File: src/design/txcw_pkg.sv
package txcw_pkg;

  localparam int COLUMNS_DEF = 80;
  localparam int ROWS_DEF    = 25;

  localparam logic [7:0] NEWLINE_CODE  = 8'd10;
  localparam logic [7:0] SPACE_CODE    = 8'd32;
  localparam logic [7:0] ATTR_RESET    = 8'd7;

  typedef enum logic [1:0] {
    OP_PUT   = 2'd0,
    OP_CLEAR = 2'd1,
    OP_READ  = 2'd2,
    OP_NONE  = 2'd3
  } op_t;

  typedef struct packed {
    logic [1:0] operation;
    logic [7:0] character;
    logic       place;
    logic [6:0] column;
    logic [4:0] row;
  } item_t;

  typedef struct packed {
    logic [7:0] cell_character;
    logic [7:0] cell_attribute;
    logic [6:0] cursor_column;
    logic [4:0] cursor_row;
    logic       scrolled;
  } result_t;

  typedef enum logic [2:0] {
    WR_NONE = 3'd0,
    WR_PUT  = 3'd1,
    WR_INIT = 3'd2,
    WR_FILL = 3'd3,
    WR_COPY = 3'd4,
    WR_ZERO = 3'd5
  } wr_mode_t;

  typedef struct packed {
    logic     accept;
    logic     advance;
    logic     capture;
    logic     rd_copy;
    logic     home;
    logic     mark_scroll;
    wr_mode_t wr_mode;
  } dp_cmd_t;

  typedef struct packed {
    op_t  op;
    logic need_scroll;
    logic sweep_last;
    logic copy_last;
  } dp_status_t;

endpackage

File: src/design/txcw_ctrl.sv
module txcw_ctrl import txcw_pkg::*; (
  input  logic       clk,
  input  logic       rst,
  input  logic       start,
  input  dp_status_t status,
  output dp_cmd_t    cmd,
  output logic       busy,
  output logic       done
);

  typedef enum logic [7:0] {
    ST_INIT    = 8'b0000_0001,
    ST_IDLE    = 8'b0000_0010,
    ST_EXEC    = 8'b0000_0100,
    ST_FILL    = 8'b0000_1000,
    ST_COPY_RD = 8'b0001_0000,
    ST_COPY_WR = 8'b0010_0000,
    ST_ZERO    = 8'b0100_0000,
    ST_DONE    = 8'b1000_0000
  } state_t;

  state_t state;
  state_t state_next;

  assign busy = !(state inside {ST_IDLE, ST_DONE});
  assign done = (state == ST_DONE);

  always_comb begin
    state_next = state;
    cmd        = '0;
    cmd.wr_mode = WR_NONE;
    case (state)
      ST_INIT: begin
        cmd.wr_mode = WR_INIT;
        if (status.sweep_last) begin
          state_next = ST_IDLE;
        end
      end
      ST_IDLE, ST_DONE: begin
        if (start) begin
          cmd.accept = 1'b1;
          state_next = ST_EXEC;
        end else begin
          state_next = ST_IDLE;
        end
      end
      ST_EXEC: begin
        case (status.op)
          OP_PUT: begin
            cmd.wr_mode = WR_PUT;
            cmd.advance = 1'b1;
            state_next  = status.need_scroll ? ST_COPY_RD : ST_DONE;
          end
          OP_CLEAR: begin
            state_next = ST_FILL;
          end
          OP_READ: begin
            cmd.capture = 1'b1;
            state_next  = ST_DONE;
          end
          default: begin
            state_next = ST_DONE;
          end
        endcase
      end
      ST_FILL: begin
        cmd.wr_mode = WR_FILL;
        if (status.sweep_last) begin
          cmd.home   = 1'b1;
          state_next = ST_DONE;
        end
      end
      ST_COPY_RD: begin
        cmd.rd_copy = 1'b1;
        state_next  = ST_COPY_WR;
      end
      ST_COPY_WR: begin
        cmd.wr_mode = WR_COPY;
        state_next  = status.copy_last ? ST_ZERO : ST_COPY_RD;
      end
      ST_ZERO: begin
        cmd.wr_mode = WR_ZERO;
        if (status.sweep_last) begin
          cmd.mark_scroll = 1'b1;
          state_next      = ST_DONE;
        end
      end
      default: begin
        state_next = ST_INIT;
      end
    endcase
  end

  always_ff @(posedge clk) begin
    if (rst) begin
      state <= ST_INIT;
    end else begin
      state <= state_next;
    end
  end

endmodule

File: config.mk
export PLATFORM = sky130hd
export DESIGN_NAME = txcw_ctrl
export DESIGN_NICKNAME = d
export VERILOG_FILES = /design/src/design/txcw_pkg.sv /design/src/design/txcw_ctrl.sv
export SDC_FILE = /design/constraint.sdc
export NUM_CORES = 1
export LEC_CHECK = 0
export ABC_AREA = 1
export ABC_CLOCK_PERIOD_IN_PS = 1100
export BUFFER_PORTS_ARGS = -buffer_cell sky130_fd_sc_hd__buf_2
export CORE_MARGIN = 2
export CORE_UTILIZATION = 44
export DETAILED_ROUTE_END_ITERATION = 16
export PLACE_DENSITY = 0.7
export SETUP_SLACK_MARGIN = 0.4
export SYNTH_ARGS = -nofsm -noshare
export SYNTH_HDL_FRONTEND = slang
export SYNTH_SLANG_ARGS = --single-unit
File: constraint.sdc
create_clock -name clk -period 1.1 [get_ports clk]
set_input_delay 0.11 -clock clk [delete_from_list [all_inputs] [get_ports clk]]
set_output_delay 0.11 -clock clk [all_outputs]
set_load 0.02 [all_outputs]
==> metrics.cfg, run 1 <==
[outcome]
status=finished, violations left
violations=negative setup slack

[routing]
drc=0
ant_nets=0
drt_first_pass_iters=4
wire_per_inst_um=13.9
drt-total-wl_um=2070
vias=756
drtIter0Drc=15
avgViaCountPerCell=5.07

[synth]
synth_compound_area_share_pct=4.74
synth_fa_ha_area_share_pct=0
synth.net_count=104
synth_top_family_by_area=simple AND/OR/NAND/NOR gates
ys_ff_latch=8
muxShareOfSynthArea_pct=0
synthSimpleGateAreaFrac_pct=54.7
avgSynthCellArea_um2=6.59
synth_cell_types=22
syn_area_um2=633
ys_seq_area_share_pct=25.3
syn_inst=96
yosys_warnings=0
synthXorXnorAreaFrac_pct=0

[finish]
nNetsFinal=144
drive_gt1_share_pct=75.4
area_delta_synth_final_pct=80.0
final_common_cell=buf_4
antenna_cells=0
n_fill_cell=71
reg_top3=state: 8 flops
stdcell_area_um2=1140
final_core_util_pct=86.5
layout_common_cells=buf_4 (18), inv_2 (12), nand2_4 (11), buf_6 (11), inv_1 (9)
layout.cells.non_filler=149
largest_reg_flops=8
largest_register=state

[timing]
fmax_ghz=0.677
worst_clock_skew_ns=0.00941
slew_headroom_pct=73.2
holdWs_ns=0.114
setup_viol=18
hold_viol=0
fin_ws_ns=-0.378
period_minus_slack_ns=1.48
slew_viol_final=0
rsz0062_at_grt=yes
finalCritPeriodShare_pct=134
worst_pin_slew_ns=0.401

[cts]
cts_buffers=3
cts_tree=built
clock-sinks=8
clk_pin_slew_ns=0.07
ctsRootBufferMaster=clkbuf_4
cts.htree.levels=1
cts_hold_buf=0
insertion_delay_ns=0.27
cts_buffer_depth=2

[floorplanning]
chipWidth_um=41.9
die_h_um=41.9
start_util_pct=48.1
fp.coreArea_um2=1320
rows=13
io_pins=19
die_area_um2=1760

[global_route]
grt_overflow=0
grt_max_degree=9
grtUsageTotal_pct=20.5
grt_pass1_vias=704
grt_pass1_wl_um=2800
antenna_found_initial=0

[power_and_ir_drop]
ir_worst_vdd_uv=946
p_int_uw=608
comb_power_share_pct=43.3
clkPwrFrac_pct=24.9
switchingPower_uw=392
seqPwrFrac_pct=31.8
p_sw_share_pct=39.2
p_leak_uw=0.000546
powerDensity_nw_per_um2=877

[setup_path]
start_kind=flop
r2r-start=state[4]$_SDFFE_PP0P_
arrival_ns=1.37
required_ns=0.99
slowest_delay_ns=0.32
worst_path_max_delay_cell=dfxtp_2
worstPathMaxFanout=7
critPathBufInv=3
crit_chain=inv_2 > nand2_4 > nor2_8 > nand3_2 > nand2_4 > nand2_2 > inv_2 > buf_6
crit_type=reg2out
cpLargestDelayFamily=simple AND/OR/NAND/NOR gates
critPathCaptureType=primary output
critPathLaunch=state[4]$_SDFFE_PP0P_

[placement]
dp.cells=135
post-dp-hpwl_um=1150
dp_slack_ns=-0.117
port_buffers=18
place_congestion=0.786
placedInstanceArea_um2=847

[min_path]
hold_class=in2reg
hp-start=status[0]

[flow_run]
cap_violations=0

-- per-layer routing --
layer	vias to the layer above	share of wire [%]	global-route usage [%]
li1	367	-	-
met1	352	36	22.4
met2	28	55	40.0
met3	9	6.6	2.61
met4	0	3.0	5.81
met5	-	0	0
-- final timing paths --
| path | end | slack [ns] | cells past startpoint |
|---|---|---|---|
| max reg2reg | state[7]$_SDFFE_PP0P_ | -0.29 | 10 |
| min | state[6]$_SDFFE_PP0P_ | 0.11 | 3 |
| min reg2reg | state[3]$_SDFFE_PP0P_ | 0.54 | 2 |
| max | cmd[8] | -0.38 | 8 |
-- cell usage after synthesis --
cell | number | area share [%]
nand2_1 | 17 | 10
inv_1 | 14 | 8.3
nor2_1 | 14 | 8.3
dfxtp_1 | 8 | 25
inv_2 | 7 | 4.2
nand3_1 | 7 | 5.5
nand2_2 | 5 | 4.9
nand2_4 | 4 | 7.1
nand3_2 | 3 | 4.7
a21oi_1 | 2 | 1.6
nand4_1 | 2 | 2.0
nor2_2 | 2 | 2.0
nor2_8 | 2 | 6.3
and2_4 | 1 | 1.4
buf_1 | 1 | 0.59
buf_4 | 1 | 1.2
inv_4 | 1 | 0.99
nor3_1 | 1 | 0.79
nor3_2 | 1 | 1.6
o21ai_0 | 1 | 0.79
o21ai_2 | 1 | 1.4
o22ai_1 | 1 | 0.99
-- power by group through the flow --
stage	clock, uW	sequential (uW)	combinational [uW]
finish	249	318	433
global route	253	319	462
CTS	223	314	346
detailed placement	0	323	304
global placement	0	322	297
floorplan	0	321	225
-- through the flow --
| stage | total power (uW) | setup TNS (ns) |
|---|---|---|
| floorplan | 546 | 0 |
| global placement | 620 | -0.892 |
| detailed placement | 627 | -0.969 |
| CTS | 883 | -4.56 |
| global route | 1030 | -6.39 |
| finish | 1000 | -5.39 |
-- worst register-to-register path: cells and delay by family, from the launching register on --
kind / cells / cell delay [ns]
buffers and inverters: 3 / 0.30
flip-flops: 1 / 0.32
AND/OR/NAND/NOR: 7 / 0.64
-- cells by family after synthesis --
kind of cell | Yosys count
and+or+nand+nor | 59
DFF | 8
AOI/OAI and AO/OA | 5
buffers and inverters | 24
-- cell type report --
cell class              count  area, um2  area share (%)
multi-input cells          64        529            46.4
repair buffers             37        314            27.6
flip-flops and latches      8        170            14.9
inverters                  22       85.1            7.46
clock buffers               3       22.5            1.98
well taps                  15       18.8            1.65
-- what timing repair did --
item	CTS	global route
endpoints found under the setup margin	19	19
gates resized for setup	29	26
buffers inserted	7	4
pin swaps	11	11
Power figures use the tool's default switching activity.
==> run 2: changes to the inputs <==
--- a/config.mk
+++ b/config.mk
@@ -5,13 +5,14 @@
 export SDC_FILE = /design/constraint.sdc
 export NUM_CORES = 1
 export LEC_CHECK = 0
-export ABC_AREA = 1
 export ABC_CLOCK_PERIOD_IN_PS = 1100
 export BUFFER_PORTS_ARGS = -buffer_cell sky130_fd_sc_hd__buf_2
+export CELL_PAD_IN_SITES_DETAIL_PLACEMENT = 1
+export CELL_PAD_IN_SITES_GLOBAL_PLACEMENT = 1
 export CORE_MARGIN = 2
-export CORE_UTILIZATION = 44
+export CORE_UTILIZATION = 31
 export DETAILED_ROUTE_END_ITERATION = 16
-export PLACE_DENSITY = 0.7
+export PLACE_DENSITY = 0.68
 export SETUP_SLACK_MARGIN = 0.4
 export SYNTH_ARGS = -nofsm -noshare
 export SYNTH_HDL_FRONTEND = slang
==> run 2 against run 1 <==
Against the previous run: critical path depth decreased by 3; the flow still finishes with violations (negative setup slack); first-iteration DRC count down 73%; non-clock buffer count rose by 11; global-route usage grew 2.8 points; final cell count rose by 1.3%; utilization shrank 20 points; area after synthesis is 0.40% higher; total power rose by 36%; via count grew 2.2%; worst setup slack worse by 0.40 ns; maximum frequency fell by 21%; sequential share of layout area decreased by 2.1 points.
==> metrics.cfg, run 2 <==
[routing]
drt_first_pass_iters=4
wl_met3_um=23
drc=0
wire_per_inst_um=18.0
drtIter0Drc=4
maxUsedRoutingLayer=met4
vias=773
routed-wl-met2_um=1530
drt-total-wl_um=2720
route.layer.met1.wl_um=1140
avgViaCountPerCell=5.12
ant_nets=0

[cts]
cts_buffer_depth=2
cts_tree=built
insertion_delay_ns=0.25
clk_pin_slew_ns=0.05
cts_buffers=3
clock-sinks=8
cts.htree.levels=1
cts_hold_buf=0
ctsRootBufferMaster=clkbuf_4

[setup_path]
critPathLaunch=state[5]$_SDFFE_PP0P_
worstPathMaxFanout=3
critPathCaptureType=flop
required_ns=1.23
r2r-start=state[5]$_SDFFE_PP0P_
rr_worst_depth=5
crit_type=reg2reg
start_kind=flop
arrival_ns=2.01

[placement]
port_buffers=18
post-dp-hpwl_um=1840
place_congestion=0.761

[floorplanning]
die_area_um2=2430
fp.coreArea_um2=1940
io_pins=19
chipWidth_um=49.3
start_util_pct=32.7
die_h_um=49.3
rows=16

[timing]
finalCritPeriodShare_pct=170
setup_viol=19
holdWs_ns=0.156
slew_headroom_pct=71.5
period_minus_slack_ns=1.87
worst_clock_skew_ns=0.000994
slew_viol_final=0
rsz0062_at_grt=yes
hold_viol=0
worst_pin_slew_ns=0.426
fin_ws_ns=-0.774
fmax_ghz=0.534

[min_path]
hold_depth=2
hp-start=rst
hold_class=in2reg

[global_route]
grt_overflow=0
grtUsageTotal_pct=23.2
antenna_found_initial=0
grt_pass1_vias=874
grt_pass1_wl_um=4230
grt_max_degree=10

[power_and_ir_drop]
ir_worst_vdd_uv=846
powerDensity_nw_per_um2=1060
p_leak_uw=0.000546

[finish]
drive_gt1_share_pct=69.4
antenna_cells=0
final_core_util_pct=66.1
area_delta_synth_final_pct=102
nNetsFinal=134
largest_register=state
layout_common_cells=buf_4 (20), buf_6 (20), nor2_1 (8)
reg_top3=state: 8 flops
largest_reg_flops=8

[synth]
synth.net_count=88
async_reset_ff_share_pct=0
syn_area_um2=636
yosysMostFrequentCell=nor2_1
synth_commonest_cells=nor2_1 (11), dfxtp_1 (8), nand2_1 (6)
synth.top_cell.area_share_pct=25.2
ys_seq_area_share_pct=25.2
synth_edf_count=0
syn_inst=80
synth_cell_types=38
ys.flop_type=dfxtp_1
yosysTopAreaCell=dfxtp_1
avgSynthCellArea_um2=7.95
yosys_warnings=0
synth_area_leaders=dfxtp_1 (25%), nor2_1 (6.5%), nor4b_1 (5.5%), a2111oi_2 (4.7%), xor2_1 (4.1%)
ys_ff_latch=8

[outcome]
status=finished, violations left
violations=negative setup slack

[flow_run]
cap_violations=0

## run 2: cell types whose count changed after synthesis, moves of 4 or more
| cell | change |
|---|---|
| nand2_1 | -11 |
| nand2_2 | -5 |
| nand2_4 | -4 |
| nand3_1 | -6 |
| nor4b_1 | +4 |
| inv_1 | -11 |
| inv_2 | -7 |
## run 2: final cells by class
class                   instances  area, um2
flip-flops and latches          8        165
multi-input cells              62        621
inverters                       3       11.3
clock buffers                   3       22.5
well taps                      27       33.8
fillers                       225        658
repair buffers                 48        430
## run 2: worst max-delay path, cell delays in order, from the launching register on
cell     delay, ns
dfxtp_2       0.31
or3_4         0.39
or4_4         0.44
buf_6         0.14
o211a_4       0.15
a221o_1       0.32
## run 2: cell families after synthesis
logic type,after synthesis,share of synthesized area (%)
and+or+nand+nor,43,40.9
AOI/OAI and AO/OA,14,18.7
buffers and inverters,10,8.07
DFF,8,25.2
xor gates and xnor gates,4,5.51
muxes,1,1.57
## run 2: through the flow
stage | setup slack (ns) | area (um2) | TNS [ns] | total power [uW] | cells
2_1_floorplan | -0.700 | 732 | -6.54 | 702 | 80
3_3_place_gp | -0.596 | 971 | -7.82 | 906 | 140
3_5_place_dp | -0.642 | 971 | -8.64 | 929 | 140
4_1_cts | -0.754 | 1230 | -11.59 | 1330 | 149
5_1_grt | -0.848 | 1280 | -13.30 | 1440 | 151
6_report | -0.774 | 1280 | -11.92 | 1360 | 151
## run 2: layer usage
layer	track usage [%]	vias to the layer above
met5	0	-
met4	15.7	0
met3	1.23	4
met2	41.9	10
met1	25.9	381
li1	-	378
## run 2: worst paths after layout
check / end / slack, ns
max: state[0]$_SDFFE_PP1P_ / -0.77
min: state[3]$_SDFFE_PP0P_ / 0.16
max reg2reg: state[0]$_SDFFE_PP1P_ / -0.77
min reg2reg: state[3]$_SDFFE_PP0P_ / 0.60
## run 2: timing repair
item	4_1_cts	5_1_grt
pin swaps	14	5
resized for setup	48	9
endpoints found under the hold margin	0	0
setup endpoints to repair	19	19
buffers inserted	6	2
## run 2: power breakdown
part | internal (uW) | switching (uW)
clock network | 124 | 91.4
logic | 387 | 398
registers | 317 | 44.9
